`src/hw/rtl/pttfsm_pkg.sv`:
```
// ----------------------------------------------------------------------------
// pttfsm_pkg
// Shared constants, codes and types of the programmable transition-table
// state machine: table sizing, command and outcome codes, and the command and
// status bundles between controller and datapath.
// ----------------------------------------------------------------------------
package pttfsm_pkg;

	// Table and field sizing.
	localparam int MAX_LINKS  = 64;
	localparam int STATE_BITS = 8;
	localparam int EVENT_BITS = 8;
	localparam int LINK_AW    = (MAX_LINKS > 1) ? $clog2(MAX_LINKS) : 1;
	localparam int CNT_W      = $clog2(MAX_LINKS + 1);
	localparam int NUM_STATES = 1 << STATE_BITS;

	// Command codes.
	localparam logic [1:0] CMD_LINK    = 2'd0;
	localparam logic [1:0] CMD_SET_CUR = 2'd1;
	localparam logic [1:0] CMD_SET_RPT = 2'd2;
	localparam logic [1:0] CMD_PUSH    = 2'd3;

	// Outcome codes.
	localparam logic [1:0] OUT_TRANS     = 2'd0;
	localparam logic [1:0] OUT_UNMATCHED = 2'd1;
	localparam logic [1:0] OUT_NO_STATE  = 2'd2;
	localparam logic [1:0] OUT_FULL      = 2'd3;

	// One entry of the transition table.
	typedef struct packed {
		logic [STATE_BITS-1:0] src;
		logic [EVENT_BITS-1:0] evt;
		logic [STATE_BITS-1:0] tgt;
	} link_t;

	// Controller to datapath commands.
	typedef struct packed {
		logic       accept;      // transaction taken this cycle
		logic       scan_issue;  // read the link at the scan index
		logic       take_target; // move to the matched link's target
		logic       emit;        // load the result register
		logic [1:0] outcome;
	} ctl_cmd_t;

	// Datapath to controller status.
	typedef struct packed {
		logic en;        // error reporting enabled
		logic cur_valid; // a current state has been set
		logic full;      // table holds MAX_LINKS entries
		logic cnt_zero;  // table is empty
		logic hit;       // the link read last cycle matches
		logic last;      // the link read last cycle is the final one
		logic flag;      // report flag of the new state
	} dp_sts_t;

endpackage

```
`src/hw/rtl/pttfsm_dp.sv`:
```
// ----------------------------------------------------------------------------
// pttfsm_dp
// Datapath: transition table memory with its fill count, report flag memory,
// current state, scan index and compare stage, configuration register and the
// result register.
// ----------------------------------------------------------------------------
module pttfsm_dp
	import pttfsm_pkg::*;
(
	input  logic                  clk,
	input  logic                  arst_n,
	input  ctl_cmd_t              ctl,
	output dp_sts_t               sts,
	input  logic [1:0]            command,
	input  logic [STATE_BITS-1:0] src_state,
	input  logic [EVENT_BITS-1:0] event_code,
	input  logic [STATE_BITS-1:0] dst_state,
	input  logic                  report_on,
	input  logic                  cfg_valid,
	input  logic                  cfg_data,
	output logic                  result_valid,
	output logic [1:0]            outcome,
	output logic [STATE_BITS-1:0] previous_state,
	output logic [EVENT_BITS-1:0] event_seen,
	output logic [STATE_BITS-1:0] next_state
);

	link_t                 link_mem [MAX_LINKS];
	logic                  flag_mem [NUM_STATES];
	logic [NUM_STATES-1:0] flag_vld_q;

	logic [CNT_W-1:0]      count_q;
	logic [CNT_W-1:0]      idx_q;
	logic [CNT_W-1:0]      idx_s1;
	logic                  pend_s1;
	link_t                 link_s1;
	logic                  flag_s1;
	logic                  flag_vld_s1;
	logic                  en_q;
	logic [STATE_BITS-1:0] cur_q;
	logic                  cur_vld_q;
	logic [STATE_BITS-1:0] prev_q;
	logic [EVENT_BITS-1:0] ev_q;
	logic                  res_vld_q;
	logic [1:0]            res_out_q;
	logic [STATE_BITS-1:0] res_prev_q;
	logic [EVENT_BITS-1:0] res_ev_q;
	logic [STATE_BITS-1:0] res_next_q;
	logic                  full;
	logic                  link_wr;

	assign full    = (count_q == CNT_W'(MAX_LINKS));
	assign link_wr = ctl.accept && (command == CMD_LINK) && !full;

	// Configuration register.
	always_ff @(posedge clk or negedge arst_n) begin
		if (!arst_n) begin
			en_q <= 1'b0;
		end else if (cfg_valid) begin
			en_q <= cfg_data;
		end
	end

	// Transition table: one write port for appends, one registered read port.
	always_ff @(posedge clk) begin
		if (link_wr) begin
			link_mem[count_q[LINK_AW-1:0]] <= '{src: src_state, evt: event_code,
				tgt: dst_state};
		end
		link_s1 <= link_mem[idx_q[LINK_AW-1:0]];
	end

	// Fill count.
	always_ff @(posedge clk or negedge arst_n) begin
		if (!arst_n) begin
			count_q <= '0;
		end else if (link_wr) begin
			count_q <= count_q + CNT_W'(1);
		end
	end

	// Scan index and the read-pending stage.
	always_ff @(posedge clk or negedge arst_n) begin
		if (!arst_n) begin
			idx_q   <= '0;
			pend_s1 <= 1'b0;
		end else begin
			pend_s1 <= ctl.scan_issue;
			if (ctl.accept) begin
				idx_q <= '0;
			end else if (ctl.scan_issue) begin
				idx_q <= idx_q + CNT_W'(1);
			end
		end
	end

	always_ff @(posedge clk) begin
		idx_s1 <= idx_q;
	end

	// Report flags: memory plus one valid bit per state, so an unwritten
	// flag reads as cleared.
	always_ff @(posedge clk or negedge arst_n) begin
		if (!arst_n) begin
			flag_vld_q <= '0;
		end else if (ctl.accept && (command == CMD_SET_RPT)) begin
			flag_vld_q[src_state] <= 1'b1;
		end
	end

	always_ff @(posedge clk) begin
		if (ctl.accept && (command == CMD_SET_RPT)) begin
			flag_mem[src_state] <= report_on;
		end
		flag_s1     <= flag_mem[link_s1.tgt];
		flag_vld_s1 <= flag_vld_q[link_s1.tgt];
	end

	// Current state.
	always_ff @(posedge clk or negedge arst_n) begin
		if (!arst_n) begin
			cur_q     <= '0;
			cur_vld_q <= 1'b0;
		end else if (ctl.accept && (command == CMD_SET_CUR)) begin
			cur_q     <= src_state;
			cur_vld_q <= 1'b1;
		end else if (ctl.take_target) begin
			cur_q <= link_s1.tgt;
		end
	end

	// Event held for the length of a scan; previous state taken with the target.
	always_ff @(posedge clk) begin
		if (ctl.accept) begin
			ev_q <= event_code;
		end
		if (ctl.take_target) begin
			prev_q <= cur_q;
		end
	end

	// Result register: the strobe lasts one cycle.
	always_ff @(posedge clk or negedge arst_n) begin
		if (!arst_n) begin
			res_vld_q <= 1'b0;
		end else begin
			res_vld_q <= ctl.emit;
		end
	end

	always_ff @(posedge clk) begin
		if (ctl.emit) begin
			res_out_q  <= ctl.outcome;
			res_prev_q <= (ctl.outcome == OUT_TRANS) ? prev_q : cur_q;
			res_ev_q   <= ctl.accept ? event_code : ev_q;
			res_next_q <= cur_q;
		end
	end

	// Status toward the controller.
	always_comb begin
		sts.en        = en_q;
		sts.cur_valid = cur_vld_q;
		sts.full      = full;
		sts.cnt_zero  = (count_q == '0);
		sts.hit       = pend_s1 && (link_s1.src == cur_q) && (link_s1.evt == ev_q);
		sts.last      = pend_s1 && (idx_s1 == count_q - CNT_W'(1));
		sts.flag      = flag_s1 && flag_vld_s1;
	end

	assign result_valid   = res_vld_q;
	assign outcome        = res_out_q;
	assign previous_state = res_prev_q;
	assign event_seen     = res_ev_q;
	assign next_state     = res_next_q;

	// The scan never reads past the filled part of the table.
	a_scan_in_range: assert property (@(posedge clk) disable iff (!arst_n)
		ctl.scan_issue |-> (idx_q < count_q))
		else $error("scan index beyond fill count");

	// The fill count never exceeds the table size.
	a_count_bound: assert property (@(posedge clk) disable iff (!arst_n)
		count_q <= CNT_W'(MAX_LINKS))
		else $error("fill count overflow");

	// A link is appended only when the table had room.
	a_append: assert property (@(posedge clk) disable iff (!arst_n)
		link_wr |=> (count_q == $past(count_q) + CNT_W'(1)))
		else $error("append did not advance fill count");

endmodule

```
`src/hw/rtl/pttfsm_ctrl.sv`:
```
// ----------------------------------------------------------------------------
// pttfsm_ctrl
// Controller: accepts transactions, runs the link scan of a pushed event and
// decides which result, if any, is produced.
// ----------------------------------------------------------------------------
module pttfsm_ctrl
	import pttfsm_pkg::*;
(
	input  logic       clk,
	input  logic       arst_n,
	input  logic       start,
	input  logic [1:0] command,
	input  dp_sts_t    sts,
	output ctl_cmd_t   ctl,
	output logic       busy
);

	localparam logic [1:0] ST_IDLE = 2'd0;
	localparam logic [1:0] ST_SCAN = 2'd1;
	localparam logic [1:0] ST_FLAG = 2'd2;

	logic [1:0] state_q;
	logic [1:0] state_d;
	logic       more;

	// Scan continues while unread links remain and no match was found.
	assign more = !sts.hit && !sts.last;

	// Next state and commands.
	always_comb begin
		state_d         = state_q;
		ctl.accept      = 1'b0;
		ctl.scan_issue  = 1'b0;
		ctl.take_target = 1'b0;
		ctl.emit        = 1'b0;
		ctl.outcome     = OUT_TRANS;
		unique case (state_q)
			ST_IDLE: begin
				if (start) begin
					ctl.accept = 1'b1;
					if (command == CMD_LINK && sts.full) begin
						ctl.emit    = 1'b1;
						ctl.outcome = OUT_FULL;
					end else if (command == CMD_PUSH) begin
						if (!sts.cur_valid) begin
							ctl.emit    = sts.en;
							ctl.outcome = OUT_NO_STATE;
						end else if (sts.cnt_zero) begin
							ctl.emit    = sts.en;
							ctl.outcome = OUT_UNMATCHED;
						end else begin
							state_d = ST_SCAN;
						end
					end
				end
			end
			ST_SCAN: begin
				// The index has no bound of its own in the datapath, so issuing past the
				// end is masked here by the last-link status.
				ctl.scan_issue = more && !(state_q == ST_SCAN && sts.hit);
				if (sts.hit) begin
					ctl.take_target = 1'b1;
					ctl.scan_issue  = 1'b0;
					state_d         = ST_FLAG;
				end else if (sts.last) begin
					ctl.scan_issue = 1'b0;
					ctl.emit       = sts.en;
					ctl.outcome    = OUT_UNMATCHED;
					state_d        = ST_IDLE;
				end
			end
			ST_FLAG: begin
				ctl.emit    = sts.flag;
				ctl.outcome = OUT_TRANS;
				state_d     = ST_IDLE;
			end
			default: begin
				state_d = ST_IDLE;
			end
		endcase
	end

	// State register.
	always_ff @(posedge clk or negedge arst_n) begin
		if (!arst_n) begin
			state_q <= ST_IDLE;
		end else begin
			state_q <= state_d;
		end
	end

	assign busy = (state_q != ST_IDLE);

	// A match during the scan always leads to the flag lookup.
	a_hit_to_flag: assert property (@(posedge clk) disable iff (!arst_n)
		(state_q == ST_SCAN && sts.hit) |=> (state_q == ST_FLAG))
		else $error("match did not lead to flag lookup");

	// The flag lookup returns to idle in the next cycle.
	a_flag_one: assert property (@(posedge clk) disable iff (!arst_n)
		(state_q == ST_FLAG) |=> (state_q == ST_IDLE))
		else $error("flag lookup did not finish");

	// A push with a state set and a non-empty table starts a scan.
	a_push_scan: assert property (@(posedge clk) disable iff (!arst_n)
		(ctl.accept && command == CMD_PUSH && sts.cur_valid && !sts.cnt_zero)
		|=> (state_q == ST_SCAN))
		else $error("push did not start a scan");

	// No transaction is taken while busy.
	a_no_accept_busy: assert property (@(posedge clk) disable iff (!arst_n)
		busy |-> !ctl.accept)
		else $error("transaction taken while busy");

endmodule

```
`src/hw/rtl/programmable_transition_table_fsm_core.sv`:
```
// ----------------------------------------------------------------------------
// programmable_transition_table_fsm_core
// Programmable table-driven state machine: link, set-state, set-flag and
// push-event commands over a flat transition table.
// ----------------------------------------------------------------------------
// Results: a full table, or a push error while error reporting is enabled,
// strobes in the cycle after acceptance. A matched push moves to the link's
// target and strobes only if that state's report flag is set; an unmatched
// push strobes after the final link if error reporting is enabled.
// Throughput: one link per cycle through the single table read port; no new
// command is taken while a push is busy. The receiver cannot stall. Reset
// clears the table, state, report flags and error enable; no clearing pass.
module programmable_transition_table_fsm_core
	import pttfsm_pkg::*;
(
	input  logic                  clk,
	input  logic                  arst_n,
	input  logic                  start,
	output logic                  busy,
	input  logic [1:0]            command,
	input  logic [STATE_BITS-1:0] src_state,
	input  logic [EVENT_BITS-1:0] event_code,
	input  logic [STATE_BITS-1:0] dst_state,
	input  logic                  report_on,
	input  logic                  cfg_valid,
	output logic                  cfg_ready,
	input  logic                  cfg_data,
	output logic                  result_valid,
	output logic [1:0]            outcome,
	output logic [STATE_BITS-1:0] previous_state,
	output logic [EVENT_BITS-1:0] event_seen,
	output logic [STATE_BITS-1:0] next_state
);

	ctl_cmd_t ctl;
	dp_sts_t  sts;

	// The configuration register takes a write in any cycle.
	assign cfg_ready = 1'b1;

	// Controller.
	pttfsm_ctrl u_ctrl (
		.clk     (clk),
		.arst_n  (arst_n),
		.start   (start),
		.command (command),
		.sts     (sts),
		.ctl     (ctl),
		.busy    (busy)
	);

	// Datapath.
	pttfsm_dp u_dp (
		.clk            (clk),
		.arst_n         (arst_n),
		.ctl            (ctl),
		.sts            (sts),
		.command        (command),
		.src_state      (src_state),
		.event_code     (event_code),
		.dst_state      (dst_state),
		.report_on      (report_on),
		.cfg_valid      (cfg_valid),
		.cfg_data       (cfg_data),
		.result_valid   (result_valid),
		.outcome        (outcome),
		.previous_state (previous_state),
		.event_seen     (event_seen),
		.next_state     (next_state)
	);

endmodule
```
`config.mk`:
```
export PLATFORM = sky130hd
export DESIGN_NAME = programmable_transition_table_fsm_core
export DESIGN_NICKNAME = d
export VERILOG_FILES = /design/src/hw/rtl/pttfsm_pkg.sv /design/src/hw/rtl/pttfsm_dp.sv /design/src/hw/rtl/pttfsm_ctrl.sv /design/src/hw/rtl/programmable_transition_table_fsm_core.sv
export SDC_FILE = /design/constraint.sdc
export NUM_CORES = 2
export LEC_CHECK = 0
export BUFFER_PORTS_ARGS = -buffer_cell sky130_fd_sc_hd__buf_4
export CORE_UTILIZATION = 60
export CTS_BUF_LIST = sky130_fd_sc_hd__clkbuf_2 sky130_fd_sc_hd__clkbuf_4 sky130_fd_sc_hd__clkbuf_8
export CTS_CLUSTER_DIAMETER = 120
export CTS_CLUSTER_SIZE = 28
export DETAILED_ROUTE_END_ITERATION = 12
export HOLD_SLACK_MARGIN = 0.05
export PLACE_DENSITY = 0.77
export SYNTH_ARGS = -nofsm -noshare
export SYNTH_HDL_FRONTEND = slang
export SYNTH_SLANG_ARGS = --single-unit
```
`constraint.sdc`:
```
create_clock -name clk -period 5.6 [get_ports clk]
set_input_delay 0.56 -clock clk [delete_from_list [all_inputs] [get_ports clk]]
set_output_delay 0.56 -clock clk [all_outputs]
set_load 0.03 [all_outputs]
```
==> results.sh <==
export IMPL_max_cap_viol_count=0
export IMPL_clockBufferDepth=3
export IMPL_cp_arrival_ns=4.59
export IMPL_cp_required_ns=6.12
export IMPL_grt_max_degree=119
export IMPL_clock_sinks=2151
export IMPL_num_vias=40400
export IMPL_rr_worst_depth=6
export IMPL_syn_nets=4048
export IMPL_r2r_start="u_dp.count_q[2]"
export IMPL_fp_dieH_um=376
export IMPL_use_met2_pct=42.1
export IMPL_synth_cells=4013
export IMPL_grtUsageMet3_pct=5.59
export IMPL_slew_headroom_pct=19.0
export IMPL_synth_distinct_cells=67
export IMPL_p_sw_uw=10700
export IMPL_layout_nets=4060
export IMPL_area_growth_pct=5.83
export IMPL_synthFlopType="edfxtp_1"
export IMPL_dp_slack_ns=1.51
export IMPL_ir_drop_v=0.000336
export IMPL_synth_area_per_cell_um2=20.9
export IMPL_die_x_um=376
export IMPL_synth_edf_count=1826
export IMPL_slew_violations=0
export IMPL_worstSkewPairLatency_ns=0.93
export IMPL_cts_resized=0
export IMPL_setup_violations=0
export IMPL_comb_power_share_pct=29.4
export IMPL_yosysWarnings=0
export IMPL_cts_setup_buffers=0
export IMPL_fill_cells=8829
export IMPL_cts_tree="done"
export IMPL_p_seq_share_pct=52.6
export IMPL_max_freq_mhz=245
export IMPL_crit_fanout=27
export IMPL_dieArea_um2=141000
export IMPL_io_buffer_count=59
export IMPL_rsz0062_at_grt="no"
export IMPL_antenna_left=0
export IMPL_globalRouteOverflowTotal=0
export IMPL_antenna_found_initial=17
export IMPL_end_kind="register"
export IMPL_hpwl_um=112000
export IMPL_syn_cell_area_um2=83700
export IMPL_cp_start_kind="register"
export IMPL_worst_slack_ns=1.53
export IMPL_layout_drive_gt1_share_pct=25.5
export IMPL_post_drt_wl_per_cell_um=32.0
export IMPL_grt_pass1_wl_um=278000
export IMPL_endpoint="u_dp.previous_state[0]"
export IMPL_core_area_um2=138000
export IMPL_synth_top_area_share_pct=65.5
export IMPL_cts_root_buf="clkbuf_8"
export IMPL_finalPower_uw=35400
export IMPL_worstMarginPinSlew_ns=1.21
export IMPL_synth_area_leaders="edfxtp_1 65%, mux4_2 17%, dfrtp_1 8.5%"
export IMPL_rows=136
export IMPL_skew_ns=0.0584
export IMPL_yosysSeqAreaShare_pct=74.9
export IMPL_busiest_layer="met2"
export IMPL_first_pass_iters=6
export IMPL_whs_ns=0.194
export IMPL_critical_path_class="reg2reg"
export IMPL_timing_rr_end="u_dp.previous_state[0]"
export IMPL_p_per_area_nw_per_um2=399
export IMPL_hold_violations=0
export IMPL_initial_core_util_pct=60.7
export IMPL_grt_util_met1_pct=41.3
export IMPL_finalCritPeriodShare_pct=72.8
export IMPL_p_clk_share_pct=18.0
export IMPL_cts_buffers=87
export IMPL_yosys_register_bits=2151
export IMPL_cts_max_level=3
export IMPL_yosysTopAreaCell="edfxtp_1"
export IMPL_p_leak_uw=0.0284
export IMPL_wl_um=191000
export IMPL_grt_pass1_vias=40000
export IMPL_vias_per_cell=6.78
export IMPL_drt_initial_drc_count=5586
export IMPL_drc_errors=0
export IMPL_period_minus_slack_ns=4.07
export IMPL_final_util_pct=64.2
export IMPL_io_pins=61
export IMPL_gp_congestion=0.883
export IMPL_min_path_type="in2reg"
export IMPL_globalRouteTotalUtil_pct=27.6
export IMPL_p_int_uw=24700
export IMPL_tns_ns=0
export IMPL_worstSetupStartpoint="u_dp.count_q[2]"
export IMPL_synthArstFlopShare_pct=13.2
export IMPL_switching_share_pct=30.2
export IMPL_rrSetupSlack_ns=1.53
export IMPL_cts_clk_slew_worst_paths_ns=0.17
export IMPL_status="finished clean"
repair_timing:
action	in CTS	in global routing
setup endpoints to repair	0	0
endpoints found under the hold margin	105	0
hold buffers	5	0
how the worst min path moves through the flow:
stage | startpoint | to | slack (ns) | depth (start not counted)
6_report | src_state[1] | u_dp.link_mem[5][17] | 0.19 | 1
3_3_place_gp | u_dp.idx_q[6] | u_dp.idx_s1[6] | 0.37 | 0
3_5_place_dp | u_dp.idx_q[6] | u_dp.idx_s1[6] | 0.38 | 0
2_1_floorplan | arst_n | u_ctrl.state_q[0] | 0.26 | 0
5_1_grt | command[0] | u_dp.outcome[1] | 0.16 | 3
4_1_cts | command[0] | u_dp.outcome[1] | 0.1 | 3
Yosys cell counts, types with 3 or more instances:
cell type,number
o2111ai_1,4
o211ai_1,4
o22ai_1,3
nor4bb_1,3
mux2_1,8
o21ai_1,5
o21ai_0,8
nand4_1,9
mux4_2,635
clkbuf_1,150
xor2_1,21
buf_4,16
nand2b_1,8
nand2_1,75
nor2b_1,18
o31ai_1,3
a2111oi_0,4
a311oi_1,3
a21oi_1,23
nor4_1,8
inv_1,6
nor3_1,15
xnor2_1,8
o21bai_1,129
buf_1,19
nand3b_1,3
dfxtp_1,41
buf_6,9
edfxtp_1,1826
ha_1,3
a22oi_1,9
a211oi_1,4
nor3b_1,4
buf_2,47
or3_1,5
or2_1,128
nand3_1,33
dfrtp_1,284
nor2_1,353
mux2i_1,43
worst max-delay path, stage by stage (launching register included):
cell	delay [ns]
dfrtp_1	0.68
or3_1	0.82
mux2i_1	0.28
o211ai_1	0.16
a2111oi_4	0.71
a21oi_1	0.22
o221ai_4	0.82
power groups by stage:
stage,Sequential (uW),Combinational [uW],Clock [uW]
3_5_place_dp,18900,10400,0
5_1_grt,18600,10900,6910
6_report,18600,10400,6380
2_1_floorplan,18200,7530,0
3_3_place_gp,18900,10300,0
4_1_cts,18600,10400,6470
area by class of cell:
type	count	area, um2	area share (%)
clock inverters	7	86.3	0.0974
multi-input cells	1613	20200	22.8
repair buffers	164	1490	1.68
flip-flops and latches	2151	62800	70.8
inverters	8	30.0	0.0339
diodes	2	5.00	0.00565
well taps	1863	2330	2.63
clock buffers	146	1670	1.88
through the flow:
step	cells	instance area [um2]
final	5954	88600
after global placement	5794	86800
after floorplan	4013	83700
after global routing	5953	88600
after detailed placement	5794	86800
after CTS	5952	88600
metal layers:
metal	vias to the layer above	wire (um)
li1	16100	-
met1	21700	75000
met2	2309	90200
met3	252	20100
met4	8	5380
met5	-	51
sequential cells by signal, summed over array words and instances (netlist names), 7 cells and up:
signal and flops:
u_dp.ev_q 8, u_dp.previous_state 8, u_dp.flag_mem 256, u_dp.event_seen 8
u_dp.next_state 8, u_dp.count_q 7, u_dp.flag_vld_q 256, u_dp.link_mem 1536
u_dp.idx_q 7, u_dp.link_s1 24, u_dp.prev_q 8, u_dp.cur_q 8
u_dp.idx_s1 7
placed cells by master (no fill, tap or decap), types with 21 or more instances in the layout:
master / count
clkbuf_8: 91
nand2_1: 69
o21bai_1: 129
clkbuf_4: 55
dfxtp_1: 37
nor2_4: 32
nand3_1: 33
nor2_2: 32
buf_4: 138
or2_1: 128
mux4_2: 635
mux2i_1: 43
nor2_1: 290
edfxtp_1: 1826
xor2_1: 21
dfrtp_1: 279
a21oi_1: 23
kinds of logic after synthesis:
kind of cell	synth area share, %
adders and majority gates	0.0448
AOI/OAI and AO/OA	1.86
xor gates and xnor gates	0.303
and+or+nand+nor	3.79
buffers and inverters	1.34
muxes	17.7
DFF	74.9
other	0.00448
Power figures use the tool's default switching activity.
